File: config.mk
export PLATFORM = sky130hd
export DESIGN_NAME = clipped_sprite_blit_with_flip
export DESIGN_NICKNAME = d
export VERILOG_FILES = /design/src/rtl/core/csb_pkg.sv /design/src/rtl/core/csb_cfg.sv /design/src/rtl/core/csb_scan.sv /design/src/rtl/core/csb_pixel.sv /design/src/rtl/core/clipped_sprite_blit_with_flip.sv
export VERILOG_INCLUDE_DIRS = /design/src /design/src/rtl/core
export SDC_FILE = /design/constraint.sdc
export NUM_CORES = 1
export LEC_CHECK = 0
export BUFFER_PORTS_ARGS = -buffer_cell sky130_fd_sc_hd__buf_2
export CORE_MARGIN = 1
export CORE_UTILIZATION = 35
export DETAILED_ROUTE_END_ITERATION = 10
export GPL_TIMING_DRIVEN = 0
export HOLD_SLACK_MARGIN = 0.03
export PLACE_DENSITY_LB_ADDON = 0.25
export SYNTH_ARGS = -nofsm -noshare
export SYNTH_HDL_FRONTEND = slang
export SYNTH_HIERARCHICAL = 1
export SYNTH_SLANG_ARGS = --single-unit
File: constraint.sdc
create_clock -name clk_i -period 7.6 [get_ports clk_i]
set_input_delay 1.52 -clock clk_i [delete_from_list [all_inputs] [get_ports clk_i]]
set_output_delay 1.52 -clock clk_i [all_outputs]
set_load 0.05 [all_outputs]
File: src/rtl/core/clipped_sprite_blit_with_flip_assert.svh
// Assertion macros shared by the sprite blitter modules.
`ifndef CLIPPED_SPRITE_BLIT_WITH_FLIP_ASSERT_SVH
`define CLIPPED_SPRITE_BLIT_WITH_FLIP_ASSERT_SVH

`ifndef SYNTH
// Same-cycle implication, checked out of reset.
`define CSB_ASSERT_NOW(lbl, clk, rstn, ante, cons) \
  lbl: assert property (@(posedge clk) disable iff (!rstn) (ante) |-> (cons)) \
    else $error("sprite blitter check failed");
// Next-cycle implication, checked out of reset.
`define CSB_ASSERT_NEXT(lbl, clk, rstn, ante, cons) \
  lbl: assert property (@(posedge clk) disable iff (!rstn) (ante) |=> (cons)) \
    else $error("sprite blitter check failed");
`else
`define CSB_ASSERT_NOW(lbl, clk, rstn, ante, cons)
`define CSB_ASSERT_NEXT(lbl, clk, rstn, ante, cons)
`endif

`endif

File: src/rtl/core/csb_pkg.sv
// Shared constants and types of the sprite blitter.
package csb_pkg;

  // Screen geometry.
  localparam int SCREEN_WIDTH  = 640;
  localparam int SCREEN_HEIGHT = 480;
  localparam int SCREEN_PIXELS = SCREEN_WIDTH * SCREEN_HEIGHT;

  // Field widths.
  localparam int ADDR_W     = 19;
  localparam int PIX_W      = 8;
  localparam int POS_W      = 11;
  localparam int SIZE_W     = 11;
  localparam int CNT_W      = 10;
  localparam int FLIP_W     = 2;
  localparam int CFG_IDX_W  = 3;
  localparam int CFG_DATA_W = 11;
  localparam int MAX_SIZE   = 1024;

  // Register indexes.
  localparam logic [CFG_IDX_W-1:0] REG_START_X     = 3'd0;
  localparam logic [CFG_IDX_W-1:0] REG_START_Y     = 3'd1;
  localparam logic [CFG_IDX_W-1:0] REG_RECT_WIDTH  = 3'd2;
  localparam logic [CFG_IDX_W-1:0] REG_RECT_HEIGHT = 3'd3;
  localparam logic [CFG_IDX_W-1:0] REG_FLIP_MODE   = 3'd4;
  localparam logic [CFG_IDX_W-1:0] REG_BASE_COLOR  = 3'd5;
  localparam logic [CFG_IDX_W-1:0] REG_DIRECT_COPY = 3'd6;

  // Bits of the flip mode.
  localparam int FLIP_H_BIT = 0;
  localparam int FLIP_V_BIT = 1;

  // Configuration as seen by the datapath, sizes already clamped.
  typedef struct packed {
    logic signed [POS_W-1:0] start_x;
    logic signed [POS_W-1:0] start_y;
    logic [SIZE_W-1:0]       width;
    logic [SIZE_W-1:0]       height;
    logic [FLIP_W-1:0]       flip_mode;
    logic [PIX_W-1:0]        base_color;
    logic                    direct_copy;
  } cfg_t;

  // Item held between the scan stage and the pixel stage.
  typedef struct packed {
    logic [PIX_W-1:0] pixel;
    logic [CNT_W-1:0] column;
    logic [CNT_W-1:0] row;
    logic             last;
  } scan_t;

endpackage

File: src/rtl/core/csb_cfg.sv
// Configuration registers of the sprite blitter with size clamping.
module csb_cfg (
  input  logic                            clk_i,
  input  logic                            rst_ni,
  input  logic                            cfg_we_i,
  input  logic [csb_pkg::CFG_IDX_W-1:0]   cfg_index_i,
  input  logic [csb_pkg::CFG_DATA_W-1:0]  cfg_data_i,
  output csb_pkg::cfg_t                   cfg_o
);

  logic signed [csb_pkg::POS_W-1:0] start_x_q;
  logic signed [csb_pkg::POS_W-1:0] start_y_q;
  logic [csb_pkg::SIZE_W-1:0]       width_q;
  logic [csb_pkg::SIZE_W-1:0]       height_q;
  logic [csb_pkg::FLIP_W-1:0]       flip_q;
  logic [csb_pkg::PIX_W-1:0]        base_q;
  logic                             direct_q;

  // Register writes by index; unknown indexes are dropped.
  always_ff @(posedge clk_i or negedge rst_ni) begin
    if (!rst_ni) begin
      start_x_q <= '0;
      start_y_q <= '0;
      width_q   <= csb_pkg::SIZE_W'(1);
      height_q  <= csb_pkg::SIZE_W'(1);
      flip_q    <= '0;
      base_q    <= '0;
      direct_q  <= 1'b0;
    end else if (cfg_we_i) begin
      case (cfg_index_i)
        csb_pkg::REG_START_X:     start_x_q <= $signed(cfg_data_i[csb_pkg::POS_W-1:0]);
        csb_pkg::REG_START_Y:     start_y_q <= $signed(cfg_data_i[csb_pkg::POS_W-1:0]);
        csb_pkg::REG_RECT_WIDTH:  width_q   <= cfg_data_i[csb_pkg::SIZE_W-1:0];
        csb_pkg::REG_RECT_HEIGHT: height_q  <= cfg_data_i[csb_pkg::SIZE_W-1:0];
        csb_pkg::REG_FLIP_MODE:   flip_q    <= cfg_data_i[csb_pkg::FLIP_W-1:0];
        csb_pkg::REG_BASE_COLOR:  base_q    <= cfg_data_i[csb_pkg::PIX_W-1:0];
        csb_pkg::REG_DIRECT_COPY: direct_q  <= cfg_data_i[0];
        default: ;
      endcase
    end
  end

  // A size of zero acts as one, and anything above the maximum as the maximum.
  function automatic logic [csb_pkg::SIZE_W-1:0] clamp_size(
    input logic [csb_pkg::SIZE_W-1:0] v
  );
    logic [csb_pkg::SIZE_W-1:0] r;
    if (v == '0) begin
      r = csb_pkg::SIZE_W'(1);
    end else if (v > csb_pkg::SIZE_W'(csb_pkg::MAX_SIZE)) begin
      r = csb_pkg::SIZE_W'(csb_pkg::MAX_SIZE);
    end else begin
      r = v;
    end
    return r;
  endfunction

  always_comb begin
    cfg_o.start_x     = start_x_q;
    cfg_o.start_y     = start_y_q;
    cfg_o.width       = clamp_size(width_q);
    cfg_o.height      = clamp_size(height_q);
    cfg_o.flip_mode   = flip_q;
    cfg_o.base_color  = base_q;
    cfg_o.direct_copy = direct_q;
  end

endmodule

File: src/rtl/core/csb_scan.sv
// Source column and row counters and the input register stage.
`include "clipped_sprite_blit_with_flip_assert.svh"
module csb_scan (
  input  logic                        clk_i,
  input  logic                        rst_ni,
  input  csb_pkg::cfg_t               cfg_i,
  input  logic                        in_valid_i,
  input  logic [csb_pkg::PIX_W-1:0]   src_pixel_i,
  output logic                        in_stall_o,
  input  logic                        next_free_i,
  output logic                        s1_valid_o,
  output csb_pkg::scan_t              s1_o
);

  logic [csb_pkg::CNT_W-1:0] col_q, col_d;
  logic [csb_pkg::CNT_W-1:0] row_q, row_d;
  logic                      s1_valid_q, s1_valid_d;
  csb_pkg::scan_t            s1_q;
  logic                      s1_move, s1_free, accept;
  logic                      row_end, last;

  // Handshake: the stage frees up when its item moves on to the pixel stage.
  assign s1_move    = s1_valid_q && next_free_i;
  assign s1_free    = !s1_valid_q || s1_move;
  assign in_stall_o = !s1_free;
  assign accept     = in_valid_i && s1_free;

  // A column at or past width - 1 ends the row; a row at or past height - 1 ends the sprite.
  assign row_end = ({1'b0, col_q} + csb_pkg::SIZE_W'(1)) >= cfg_i.width;
  assign last    = row_end && (({1'b0, row_q} + csb_pkg::SIZE_W'(1)) >= cfg_i.height);

  always_comb begin
    col_d = col_q;
    row_d = row_q;
    if (accept) begin
      if (last) begin
        col_d = '0;
        row_d = '0;
      end else if (row_end) begin
        col_d = '0;
        row_d = row_q + csb_pkg::CNT_W'(1);
      end else begin
        col_d = col_q + csb_pkg::CNT_W'(1);
      end
    end
  end

  assign s1_valid_d = accept || (s1_valid_q && !s1_move);

  always_ff @(posedge clk_i or negedge rst_ni) begin
    if (!rst_ni) begin
      col_q      <= '0;
      row_q      <= '0;
      s1_valid_q <= 1'b0;
    end else begin
      col_q      <= col_d;
      row_q      <= row_d;
      s1_valid_q <= s1_valid_d;
    end
  end

  // Input register: pixel with the source place it was counted at.
  always_ff @(posedge clk_i) begin
    if (accept) begin
      s1_q.pixel  <= src_pixel_i;
      s1_q.column <= col_q;
      s1_q.row    <= row_q;
      s1_q.last   <= last;
    end
  end

  assign s1_valid_o = s1_valid_q;
  assign s1_o       = s1_q;

  // The last pixel of a sprite restarts the scan at the top-left corner.
  `CSB_ASSERT_NEXT(a_last_restarts, clk_i, rst_ni, accept && last, col_q == '0 && row_q == '0)
  // An item that cannot move on stays in the stage.
  `CSB_ASSERT_NEXT(a_s1_holds, clk_i, rst_ni, s1_valid_q && !next_free_i, s1_valid_q)

endmodule

File: src/rtl/core/csb_pixel.sv
// Flip, offset, clip and colour key logic with the result register.
`include "clipped_sprite_blit_with_flip_assert.svh"
module csb_pixel (
  input  logic                         clk_i,
  input  logic                         rst_ni,
  input  csb_pkg::cfg_t                cfg_i,
  input  logic                         s1_valid_i,
  input  csb_pkg::scan_t               s1_i,
  output logic                         next_free_o,
  output logic                         out_valid_o,
  input  logic                         out_stall_i,
  output logic                         write_enable_o,
  output logic [csb_pkg::ADDR_W-1:0]   pixel_address_o,
  output logic [csb_pkg::PIX_W-1:0]    pixel_color_o,
  output logic                         last_pixel_o
);

  // Offsets within the sprite span one bit more than the size, screen places two more.
  localparam int OFS_W = csb_pkg::SIZE_W + 1;
  localparam int SCR_W = csb_pkg::POS_W + 2;
  localparam int XI_W  = $clog2(csb_pkg::SCREEN_WIDTH + 1);
  localparam int YI_W  = $clog2(csb_pkg::SCREEN_HEIGHT + 1);

  logic signed [OFS_W-1:0]     dc, dr;
  logic signed [SCR_W-1:0]     x, y;
  logic                        on_screen, we;
  logic [csb_pkg::PIX_W-1:0]   color;
  logic [csb_pkg::ADDR_W-1:0]  addr;
  logic [XI_W-1:0]             x_idx;
  logic [YI_W-1:0]             y_idx;
  logic                        out_valid_q, out_valid_d;
  logic                        out_take, s1_move;
  logic                        we_q, last_q;
  logic [csb_pkg::ADDR_W-1:0]  addr_q;
  logic [csb_pkg::PIX_W-1:0]   color_q;

  // Mirror the source place inside the clamped sprite size.
  always_comb begin
    dc = $signed({2'b00, s1_i.column});
    dr = $signed({2'b00, s1_i.row});
    if (cfg_i.flip_mode[csb_pkg::FLIP_H_BIT]) begin
      dc = $signed({1'b0, cfg_i.width}) - OFS_W'(1) - $signed({2'b00, s1_i.column});
    end
    if (cfg_i.flip_mode[csb_pkg::FLIP_V_BIT]) begin
      dr = $signed({1'b0, cfg_i.height}) - OFS_W'(1) - $signed({2'b00, s1_i.row});
    end
  end

  // Screen place and clipping.
  assign x = SCR_W'(cfg_i.start_x) + SCR_W'(dc);
  assign y = SCR_W'(cfg_i.start_y) + SCR_W'(dr);
  assign on_screen = !x[SCR_W-1] && (x < $signed(SCR_W'(csb_pkg::SCREEN_WIDTH)))
                  && !y[SCR_W-1] && (y < $signed(SCR_W'(csb_pkg::SCREEN_HEIGHT)));

  // Colour: raw copy, or zero is transparent and others are offset by the base colour.
  always_comb begin
    we    = on_screen && (cfg_i.direct_copy || (s1_i.pixel != '0));
    color = cfg_i.direct_copy ? s1_i.pixel : (cfg_i.base_color + s1_i.pixel);
    if (!we) begin
      color = '0;
    end
  end

  // Frame-buffer address; zero when nothing is written.
  assign x_idx = x[XI_W-1:0];
  assign y_idx = y[YI_W-1:0];
  assign addr  = we ? (csb_pkg::ADDR_W'(y_idx) * csb_pkg::ADDR_W'(csb_pkg::SCREEN_WIDTH)
                       + csb_pkg::ADDR_W'(x_idx)) : '0;

  // Result register handshake.
  assign out_take    = out_valid_q && !out_stall_i;
  assign next_free_o = !out_valid_q || out_take;
  assign s1_move     = s1_valid_i && next_free_o;
  assign out_valid_d = s1_move || (out_valid_q && !out_take);

  always_ff @(posedge clk_i or negedge rst_ni) begin
    if (!rst_ni) begin
      out_valid_q <= 1'b0;
    end else begin
      out_valid_q <= out_valid_d;
    end
  end

  always_ff @(posedge clk_i) begin
    if (s1_move) begin
      we_q    <= we;
      addr_q  <= addr;
      color_q <= color;
      last_q  <= s1_i.last;
    end
  end

  assign out_valid_o     = out_valid_q;
  assign write_enable_o  = we_q;
  assign pixel_address_o = addr_q;
  assign pixel_color_o   = color_q;
  assign last_pixel_o    = last_q;

  // A skipped write carries neither address nor colour.
  `CSB_ASSERT_NOW(a_skip_is_zero, clk_i, rst_ni, out_valid_q && !we_q, addr_q == '0 && color_q == '0)
  // Every write lands inside the frame buffer.
  `CSB_ASSERT_NOW(a_addr_in_screen, clk_i, rst_ni, out_valid_q && we_q, addr_q < csb_pkg::ADDR_W'(csb_pkg::SCREEN_PIXELS))
  // A result that is not taken stays valid.
  `CSB_ASSERT_NEXT(a_result_holds, clk_i, rst_ni, out_valid_q && out_stall_i, out_valid_q)

endmodule

File: src/rtl/core/clipped_sprite_blit_with_flip.sv
// Pipeline: two register stages; a source pixel is taken into the input register,
// moves on to the result register once that is free, and stays there until taken.
// Throughput: one pixel per clock while no stall holds it; the input register and the result
// register each hold one item, so a stalled result still lets one further item in.
// Reset: asynchronous, active low; clears the registers to 0, 0, 1, 1, 0, 0, 0,
// the column and row counters to zero and both stages to empty.
module clipped_sprite_blit_with_flip (
  input  logic                            clk_i,
  input  logic                            rst_ni,
  input  logic                            cfg_we_i,
  input  logic [csb_pkg::CFG_IDX_W-1:0]   cfg_index_i,
  input  logic [csb_pkg::CFG_DATA_W-1:0]  cfg_data_i,
  input  logic                            in_valid_i,
  output logic                            in_stall_o,
  input  logic [csb_pkg::PIX_W-1:0]       src_pixel_i,
  output logic                            out_valid_o,
  input  logic                            out_stall_i,
  output logic                            write_enable_o,
  output logic [csb_pkg::ADDR_W-1:0]      pixel_address_o,
  output logic [csb_pkg::PIX_W-1:0]       pixel_color_o,
  output logic                            last_pixel_o
);

  csb_pkg::cfg_t  cfg;
  csb_pkg::scan_t s1;
  logic           s1_valid;
  logic           next_free;

  // Configuration registers.
  csb_cfg u_cfg (
    .clk_i       (clk_i),
    .rst_ni      (rst_ni),
    .cfg_we_i    (cfg_we_i),
    .cfg_index_i (cfg_index_i),
    .cfg_data_i  (cfg_data_i),
    .cfg_o       (cfg)
  );

  // Source scan and input register.
  csb_scan u_scan (
    .clk_i       (clk_i),
    .rst_ni      (rst_ni),
    .cfg_i       (cfg),
    .in_valid_i  (in_valid_i),
    .src_pixel_i (src_pixel_i),
    .in_stall_o  (in_stall_o),
    .next_free_i (next_free),
    .s1_valid_o  (s1_valid),
    .s1_o        (s1)
  );

  // Placement, clipping, colour and result register.
  csb_pixel u_pixel (
    .clk_i           (clk_i),
    .rst_ni          (rst_ni),
    .cfg_i           (cfg),
    .s1_valid_i      (s1_valid),
    .s1_i            (s1),
    .next_free_o     (next_free),
    .out_valid_o     (out_valid_o),
    .out_stall_i     (out_stall_i),
    .write_enable_o  (write_enable_o),
    .pixel_address_o (pixel_address_o),
    .pixel_color_o   (pixel_color_o),
    .last_pixel_o    (last_pixel_o)
  );

endmodule

---- Yosys cells after proc, flatten, opt, wreduce, memory -nomap -nowiden ----
Cells that the tools add are included.
storage, ports and cells
  flip-flop bits (word level) ............. 135
  output and inout port bits .............. 31
  logic and storage cells ................. 91
operators by class
  equal/unequal tests ..................... 6
  reduce and logical (&&, ||, !) cells .... 36
  $mul .................................... 1
  muxes and demuxes ....................... 11
  add/sub/neg operators ................... 12
  $lt $le $gt $ge ......................... 6
operators with widths
  kind                                                    count
  two-way mux 11 bit                                      4
  two-way mux 10 bit                                      4
  adder 11 x 12 -> 13 bit                                 2
  two-way mux 12 bit                                      2
  subtractor 11 x 1 -> 12 bit (second input constant)     2
  subtractor 12 x 11 -> 12 bit                            2
  adder 10 x 1 -> 11 bit (second input constant)          2
  >= comparator 11 bit                                    2
  greater-than comparator 11 bit (second input constant)  2
  logical NOT 11 bit                                      2
  adder 10 x 1 -> 10 bit (second input constant)          2
  adder 19 x 10 -> 19 bit                                 1
  AND reduction 2 bit                                     8
  < comparator 13 x 10 -> 1 bit (second input constant)   1
  < comparator 13 x 11 -> 1 bit (second input constant)   1
  multiplier 9 x 3 -> 12 bit (second input constant)      1
  logical AND 1 bit                                       10
  == test 3 bit (second input constant)                   3
  adder 8 bit                                             1
  logical NOT 1 bit                                       8
  two-way mux 8 bit                                       1
  nonzero test 8 bit                                      1
  == test 3 x 2 -> 1 bit (second input constant)          2
  logical OR 1 bit                                        5
  other kinds (3)                                         3

---- Depth between registers and ports, before layout ----
Gate-level depths: netlist of the first run.
  word-level depth ........................ 12
  gate-level depth with buffers ........... 28

---- Hierarchy ----
The synthesis of the first run kept the hierarchy.
modules (own cells, without submodules)
  module     cells an instance  sequential area each (µm²)  area each (µm²)  instances
  csb_pixel  529                895.9                       4336.7           1
  csb_scan   217                1396.3                      2536.2           1
  csb_cfg    154                1378.8                      2403.6           1

---- Worst setup path after synthesis of the first run ----
No wires, ideal clock.
  path kind ............................... register to register
  start point ............................. register u_cfg/height_q[10] (netlist name)
  end point ............................... register u_pixel.addr_q, in the netlist u_pixel/pixel_address_o[17] (data pin)
  stages on the path, launching flop included .. 27
  arrival time ............................ 5.444 ns
  setup time .............................. 0.254 ns
  period minus slack after synthesis ...... 5.698 ns
  buffers on the path ..................... 1
  slack ................................... 1.902 ns
  data required time ...................... 7.346 ns
  path through ............................ dfrtp_1 nor4_1 a32o_1 ha_1 inv_1 fa_1 nor2b_1 o21ai_0 a21oi_1 o21ai_0 a21oi_1 o21a_1 o21ai_0 a31o_2 ha_1 clkbuf_1 xnor2_1 nor3b_1 nor2_1 ha_1 or4b_2 o2111ai_1 nand4b_1 xnor2_1 o221ai_1 xor2_1 nor2_1
RTL lines
  what                      RTL line         text
  start: declaration        csb_cfg.sv:14    logic [csb_pkg::SIZE_W-1:0] height_q;
  start signal: assignment  csb_cfg.sv:25    height_q <= csb_pkg::SIZE_W'(1);
  start signal: assignment  csb_cfg.sv:34    csb_pkg::REG_RECT_HEIGHT: height_q <= cfg_data_i[csb_pkg::SIZE_W-1:0];
  end signal: assignment    csb_pixel.sv:87  addr_q <= addr;
  end: declaration          csb_pixel.sv:34  logic [csb_pkg::ADDR_W-1:0] addr_q;

==> out/metrics.csv, run 1 <==
stage,metric,value,unit
final_layout,area_growth,14.43,%
synth,synth-main-ff-cell,dfrtp_1,
critical_path,arrival,6740,ps
timing,period_share,0.8647,
synth,synth-seq-cells,135,
die,die_w,164.8,um
placed_design,dp_worst_setup_slack,988.5,ps
timing,fin_ws,1028,ps
power,cellPowerDensity,426.0,nW/um^2
die,die_y,164.8,um
clock_tree,clk_latency,420,ps
die,die_area,27160,um^2
clock_tree,clock_path_buffers,2,
synth,synth-compound-area-share,0.1291,
clock_tree,ctsHoldBuffers,0,
grt,grt_max_degree,53,
detailed_routing,num_vias,6644,
synth,synthAdderAreaFrac,0.1365,
run_status,status,completed,
die,io_pins,58,
clock_tree,post_cts_buffers,0,
die,start_util,0.3560,
synth,synth_edf_count,58,
critical_path,start_kind,flip-flop,
clock_tree,cts_made_buffers,17,
detailed_routing,drc,0,
clock_tree,cts-root-buf,clkbuf_16,
placed_design,placed_cell_area,10010,um^2
synth,synthMuxAreaShare,0.08916,
timing,setup_viol,0,
min_path,hp-class,reg2reg,
final_layout,fin_area,10620,um^2
detailed_routing,drtAntennaViolNets,0,
placed_design,dp_hpwl,15.81,mm
detailed_routing,first_pass_iters,5,
detailed_routing,post_drt_wl_per_cell,15.46,um
timing,fmax,0.1522,GHz
clock_tree,cts_sinks,135,
min_path,min_to,u_pixel/last_pixel_o$_DFFE_PP_,
final_layout,drive_gt1_frac,0.1768,
die,core-area,26060,um^2
synth,synth_area_per_cell,10.31,um^2
detailed_routing,vias_per_cell,5.014,
power,ir_drop,0.3032,mV
critical_path,crit_path_max_fanout,9,
die,rows,59,
min_path,whs_path_depth,0,
timing,rsz0062_at_grt,false,
grt,grt_overflow,0,
timing,final_hold_viol_count,0,
critical_path,cp.required,7770,ps
detailed_routing,detail_route.iter0.violations,220,
timing,relSlewSlack,0.1050,
synth,yosys.area_share.simple,0.1463,
synth,yosysWarnings,6,
synth,synth_top_area_frac,0.2023,
grt,grt_pass1_wl,33.78,mm
power,power.leakage,4.768,nW
critical_path,rr_startpoint,u_cfg/height_q[1]$_DFFE_PN0P_,
timing,worst_pin_slew,1341,ps
critical_path,cp-end-kind,flip-flop,
synth,synthDistinctLibCells,72,
synth,synth_nets,1024,
final_layout,diodes,0,
clock_tree,cts_htree_levels,4,
synth,mappedNetlistArea,9276,um^2
synth,synthTopCellsByArea,"dfrtp_1 20%, edfxtp_1 19%, ha_1 12%, mux2_2 4.5%, mux2_4 3.2%",
synth,synth_top_area_cell,dfrtp_1,
critical_path,timing_worst_setup_path_type,reg2reg,
synth,synth_top_family_by_area,simple AND/OR/NAND/NOR gates,
synth,yosysMostFrequentCell,ha_1,
placed_design,gp_congestion,0.8327,
grt,grt.total_usage,0.1611,
placed_design,numPortBuffers,57,
clock_tree,cts_tree,built,
timing,period_minus_slack,6572,ps
min_path,worst_hold_startpoint,u_scan/s1_o[0]$_DFFE_PP_,
synth,ys_seq_area_frac,0.3957,
detailed_routing,route.final.wire_length,20.49,mm
job,maxCapViolations,0,
clock_tree,ctsResizeCount,0,
grt,antenna_found_initial,0,
synth,synth_common_cells,"90 x ha_1, 78 x inv_1, 75 x dfrtp_1, 75 x nor2_1, 58 x edfxtp_1",
final_layout,nets,1101,
synth,synthXorXnorAreaFrac,0.05759,
critical_path,r2r_cells,26,
grt,grt_pass1_vias,6550,
timing,skew,10.93,ps
synth,ys_async_sr_fraction,0.5704,
timing,slew_viol_final,0,
clock_tree,clk_pin_slew,60,ps
synth,synth_cells,900,
critical_path,r2r_end,u_pixel/pixel_address_o[17]$_SDFFCE_PN0P_,
critical_path,reg2reg_setup_slack,1030,ps
timing,tns,0,ps
## worst max path at each step
stage | start | end | depth (start not counted) | slack, ps
global placement | u_cfg/height_q[1]$_DFFE_PN0P_ | u_pixel/pixel_address_o[17]$_SDFFCE_PN0P_ | 26 | 1030
detailed placement | u_cfg/height_q[1]$_DFFE_PN0P_ | u_pixel/pixel_address_o[17]$_SDFFCE_PN0P_ | 26 | 990
global route | u_cfg/height_q[1]$_DFFE_PN0P_ | u_pixel/pixel_address_o[17]$_SDFFCE_PN0P_ | 26 | 470
CTS | u_cfg/height_q[1]$_DFFE_PN0P_ | u_pixel/pixel_address_o[17]$_SDFFCE_PN0P_ | 26 | 980
floorplan | u_cfg/height_q[10]$_DFFE_PN0P_ | u_pixel/pixel_address_o[17]$_SDFFCE_PN0P_ | 26 | 1900
finish | u_cfg/height_q[1]$_DFFE_PN0P_ | u_pixel/pixel_address_o[17]$_SDFFCE_PN0P_ | 26 | 1030
## kinds of logic (layout without fill, tap and decap cells)
logic type,Yosys count,after routing
AO/OA/AOI/OAI,181,181
XOR/XNOR,61,61
adder cells (fa/ha/maj),97,97
buffers and inverters,100,190
flip-flops,135,135
multiplexers,68,68
AND/OR/NAND/NOR,258,258
## per-stage QoR
stage	hold slack, ps	std cells	power (mW)	util
after floorplan	400.3	900	3.164	-
after global placement	437.0	1292	3.647	0.3830
after detailed placement	417.8	1293	3.678	0.3842
after CTS	439.8	1325	4.561	0.4074
after global routing	450.9	1325	4.967	0.4074
final	439.9	1325	4.523	0.4074
## per-layer routing
layer,wire length (um),vias to the layer above,global-route usage
met4,307,0,0.04337
met2,9699,87,0.2702
met5,0,-,0
li1,-,3394,-
met3,623,14,0.02888
met1,9856,3149,0.2120
## layout by cell type (no fill, tap or decap), types with 16 or more instances in the layout
| cell | netlist | layout |
|---|---|---|
| o21ai_0 | 44 | 44 |
| nand3_1 | 17 | 17 |
| buf_2 | 1 | 57 |
| nor2b_1 | 32 | 32 |
| mux2_4 | 20 | 20 |
| dfrtp_1 | 75 | 75 |
| inv_1 | 78 | 78 |
| xor2_1 | 27 | 27 |
| clkbuf_16 | 0 | 17 |
| nor2_1 | 75 | 75 |
| ha_1 | 90 | 90 |
| a21oi_1 | 51 | 51 |
| edfxtp_1 | 58 | 58 |
| xnor2_1 | 34 | 34 |
| a21o_1 | 16 | 16 |
| nor3_1 | 20 | 20 |
| mux2_2 | 37 | 37 |
| nand2_1 | 44 | 44 |
## critical path: stages, from the launching register on
cell,delay [ps]
dfrtp_1,390
nor4_1,370
a32o_1,280
ha_1,190
inv_1,60
fa_1,400
nor2b_1,120
o21ai_0,110
a21oi_1,190
o21ai_0,130
a21oi_1,240
o21a_1,150
o21ai_0,80
a31o_2,260
ha_1,270
clkbuf_1,350
xnor2_1,160
nor3b_1,410
nor2_1,110
ha_1,390
or4b_2,680
o2111ai_1,220
nand4b_1,180
xnor2_1,160
o221ai_1,200
xor2_1,160
nor2_1,50
## power breakdown
group / total (mW) / switching, mW / leakage, nW / internal, mW
combinational: 2.68 / 1.52 / 2.96 / 1.16
clock: 0.851 / 0.332 / 0.285 / 0.519
sequential: 0.989 / 0.0928 / 1.52 / 0.896
## flip-flops by register name, summed over array words and instances, names as in the netlist
name / flops
u_cfg/base_q: 8
u_cfg/height_q: 11
u_cfg/start_x_q: 11
u_cfg/width_q: 11
u_cfg/flip_q: 2
u_pixel/write_enable_o: 1
u_scan/col_q: 10
u_scan/row_q: 10
u_pixel/pixel_color_o: 8
u_scan/s1_valid_o: 1
u_cfg/start_y_q: 11
u_scan/s1_o: 29
u_pixel/pixel_address_o: 19
u_pixel/out_valid_o: 1
u_cfg/direct_q: 1
u_pixel/last_pixel_o: 1
## cell type report
class / instances / area (um^2)
buffer: 22 / 130.1
clock buffer: 18 / 429.2
tap: 335 / 419.2
sequential: 135 / 3671
fill: 2522 / 15440
multi-input combinational: 665 / 5184
clock inverter: 14 / 173.9
timing repair buffer: 58 / 315.3
inverter: 78 / 292.8
(Power assumes the default switching activity.)
==> run 2, diff against run 1 <==
ABC_AREA = 1   (was unset)
CTS_CLUSTER_DIAMETER = 30   (was unset)
==> run 2 against run 1 <==
Routed wire length grew 16%. Worst setup slack improved by 960 ps. Cell count increased by 33%. Clock skew hardly changed. Core utilization up 0.43 points.
==> out/metrics.csv, run 2 <==
stage,metric,value,unit,change
timing,setup_viol,0,,unchanged
critical_path,reg2reg_setup_slack,1990,ps,+960 ps
timing,rsz0062_at_grt,false,,
clock_tree,clk_pin_slew,60,ps,about the same
synth,ys_seq_area_frac,0.3627,,-0.03307
synth,synth_common_cells,"341 x nand2_1, 214 x inv_1, 110 x nor2_1",,
synth,synth_top_family_by_area,simple AND/OR/NAND/NOR gates,,
clock_tree,clock_path_buffers,2,,unchanged
synth,synth_top_area_frac,0.1854,,-0.01691
grt,grt.total_usage,0.1706,,+0.009563
synth,ys_async_sr_fraction,0.5704,,unchanged
clock_tree,cts_tree,built,,
die,die_w,172.1,um,+4.4%
synth,yosysWarnings,6,,unchanged
critical_path,crit_start,u_cfg/width_q[0]$_DFFE_PN1P_,,
detailed_routing,post_drt_wl_per_cell,13.48,um,-13%
final_layout,diodes,0,,unchanged
die,start_util,0.3604,,+0.004408
synth,synthDistinctLibCells,44,,-39%
synth,yosys.area_share.simple,0.2764,,+0.1300
power,power.leakage,5.891,nW,+24%
timing,worst_pin_slew,941.8,ps,-399.3 ps
final_layout,fillCellCount,2893,,+15%
die,die_y,172.1,um,+4.4%
synth,synth-seq-cells,135,,unchanged
die,io_pins,58,,unchanged
clock_tree,cts_sinks,135,,unchanged
synth,synthTopCellsByArea,"dfrtp_1 19%, edfxtp_1 17%, nand2_1 13%, ha_1 11%, inv_1 7.9%",,
detailed_routing,drtAntennaViolNets,0,,unchanged
detailed_routing,first_pass_iters,5,,unchanged
placed_design,gp_congestion,0.8818,,+5.9%
synth,synthXorXnorAreaFrac,0.03548,,-0.02212
synth,synth-compound-area-share,0.09753,,-0.03155
final_layout,multi_input_area,5472,um^2,+5.6%
critical_path,cp.required,7770,ps,about the same
synth,synth_area_per_cell,7.792,um^2,-24%
power,ir_drop,0.1854,mV,-39%
clock_tree,cts_made_buffers,17,,unchanged
critical_path,r2r_end,u_pixel/pixel_address_o[17]$_SDFFCE_PN0P_,,
synth,yosysMostFrequentCell,nand2_1,,
critical_path,cp_slowest_cell,dfstp_2,,
synth,mappedNetlistArea,10120,um^2,+9.1%
timing,slew_viol_final,0,,unchanged
timing,final_hold_viol_count,0,,unchanged
clock_tree,post_cts_buffers,0,,unchanged
critical_path,arrival,5780,ps,-960 ps
min_path,worst_hold_startpoint,u_scan/s1_o[0]$_DFFE_PP_,,
die,core-area,28090,um^2,+7.8%
synth,synth_nets,1423,,+39%
min_path,hp-class,reg2reg,,
final_layout,regArea,3671,um^2,unchanged
die,die_area,29600,um^2,+9.0%
critical_path,max_stage_delay,550,ps,-130 ps
timing,fin_ws,1989,ps,+960.3 ps
final_layout,largest_register_ffs,29,,unchanged
grt,grt_overflow,0,,unchanged
synth,synth-main-ff-cell,dfrtp_1,,
detailed_routing,drc,0,,unchanged
placed_design,dp_worst_setup_slack,1996,ps,+1008 ps
synth,synth_edf_count,58,,unchanged
final_layout,layout_commonest_cell,nand2_1,,
job,maxCapViolations,0,,unchanged
critical_path,rr_startpoint,u_cfg/width_q[0]$_DFFE_PN1P_,,
synth,synth_top_area_cell,dfrtp_1,,
synth,synth_cells,1299,,+44%
clock_tree,ctsHoldBuffers,0,,unchanged
synth,synthAdderAreaFrac,0.1251,,-0.01141
clock_tree,ctsResizeCount,0,,unchanged
timing,period_minus_slack,5611,ps,-960.3 ps
timing,period_share,0.7383,,-0.1264
detailed_routing,vias_per_cell,4.705,,-6.2%
synth,synthMuxAreaShare,0.004944,,-0.08421
grt,grt_pass1_vias,8011,,+22%
critical_path,timing_worst_setup_path_type,reg2reg,,
placed_design,numPortBuffers,57,,unchanged
clock_tree,cts-root-buf,clkbuf_16,,
critical_path,r2r_cells,33,,+27%
critical_path,cpMostUsedCell,nand2_1,,
critical_path,start_kind,flip-flop,,
timing,tns,0,ps,unchanged
timing,relSlewSlack,0.3722,,+0.2672
final_layout,utilization,0.4116,,+0.004262
clock_tree,cts_htree_levels,4,,unchanged
final_layout,drive_gt1_frac,0.1475,,-0.02929
detailed_routing,route.final.wire_length,23.83,mm,+16%
final_layout,area_growth,14.22,%,
grt,antenna_found_initial,0,,unchanged
timing,fmax,0.1782,GHz,+17%
placed_design,dp_hpwl,18.60,mm,+18%
critical_path,crit_path_end,u_pixel/pixel_address_o[17]$_SDFFCE_PN0P_,,
run_status,status,completed,,
detailed_routing,detail_route.iter0.violations,281,,+28%
detailed_routing,num_vias,8318,,+25%
grt,grt_pass1_wl,39.23,mm,+16%
critical_path,crit_path_max_fanout,8,,-1
power,cellPowerDensity,377.6,nW/um^2,-11%
final_layout,nets,1501,,+36%
grt,grt_max_degree,59,,+11%
critical_path,cp-end-kind,flip-flop,,
timing,skew,10.99,ps,+0.05750 ps
die,rows,61,,+3.4%
clock_tree,clk_latency,420,ps,about the same
final_layout,final_cell_mix,"341 x nand2_1, 214 x inv_1, 110 x nor2_1",,
run 2: report_power, final:
group	internal (mW)	total, mW	switching, mW
combinational	0.895	2.50	1.61
clock	0.546	0.868	0.322
sequential	0.908	0.997	0.0890
total	2.35	4.37	2.02
run 2: worst max-delay path: cells and delay by family, from the launching register on:
| kind | cells | cell delay [ps] |
|---|---|---|
| AOI/OAI and AO/OA | 3 | 440 |
| buffers and inverters | 2 | 120 |
| adders and majority gates | 4 | 1390 |
| and+or+nand+nor | 23 | 2710 |
| xor gates and xnor gates | 1 | 150 |
| DFF | 1 | 550 |
run 2: area by class of cell:
type | instances | area share
Multi-Input combinational cell | 921 | 0.4733
Sequential cell | 135 | 0.3175
Inverter | 222 | 0.07208
Clock buffer | 22 | 0.04113
Tap cell | 378 | 0.04091
Timing Repair Buffer | 59 | 0.02900
Buffer | 21 | 0.01364
Clock inverter | 10 | 0.01245
run 2: routing by layer:
metal,up-vias,GRT usage,routed length (um),part of all wire
li1,4330,-,-,-
met1,3829,0.2257,11760,0.49
met2,130,0.2807,10740,0.45
met3,29,0.03067,814,0.034
met4,0,0.05502,513,0.022
met5,-,0,0,0
run 2: worst min-delay path by stage:
stage / to / slack [ps] / cells past startpoint
2_1_floorplan: u_pixel/last_pixel_o$_DFFE_PP_ / 400 / 0
3_3_place_gp: u_pixel/last_pixel_o$_DFFE_PP_ / 440 / 0
3_5_place_dp: u_pixel/last_pixel_o$_DFFE_PP_ / 410 / 0
4_1_cts: u_pixel/last_pixel_o$_DFFE_PP_ / 450 / 0
5_1_grt: u_pixel/last_pixel_o$_DFFE_PP_ / 470 / 0
6_report: u_pixel/last_pixel_o$_DFFE_PP_ / 440 / 0
run 2: stage by stage:
step | hold slack [ps] | instances | area, um^2 | power [mW]
detailed placement | 414.4 | 1736 | 10940 | 3.517
CTS | 451.4 | 1768 | 11560 | 4.406
finish | 441.9 | 1768 | 11560 | 4.366
global placement | 440.1 | 1734 | 10880 | 3.474
floorplan | 400.3 | 1299 | 10120 | 3.046
global route | 467.7 | 1768 | 11560 | 4.817
run 2: cell families (layout without fill, tap and decap cells):
group                    count (synthesis)  count (layout)
adder cells (fa/ha/maj)                 97              97
buffers and inverters                  243             334
XOR/XNOR                                41              41
multiplexers                             5               5
flip-flops                             135             135
AO/OA/AOI/OAI                          162             162
AND/OR/NAND/NOR                        616             616
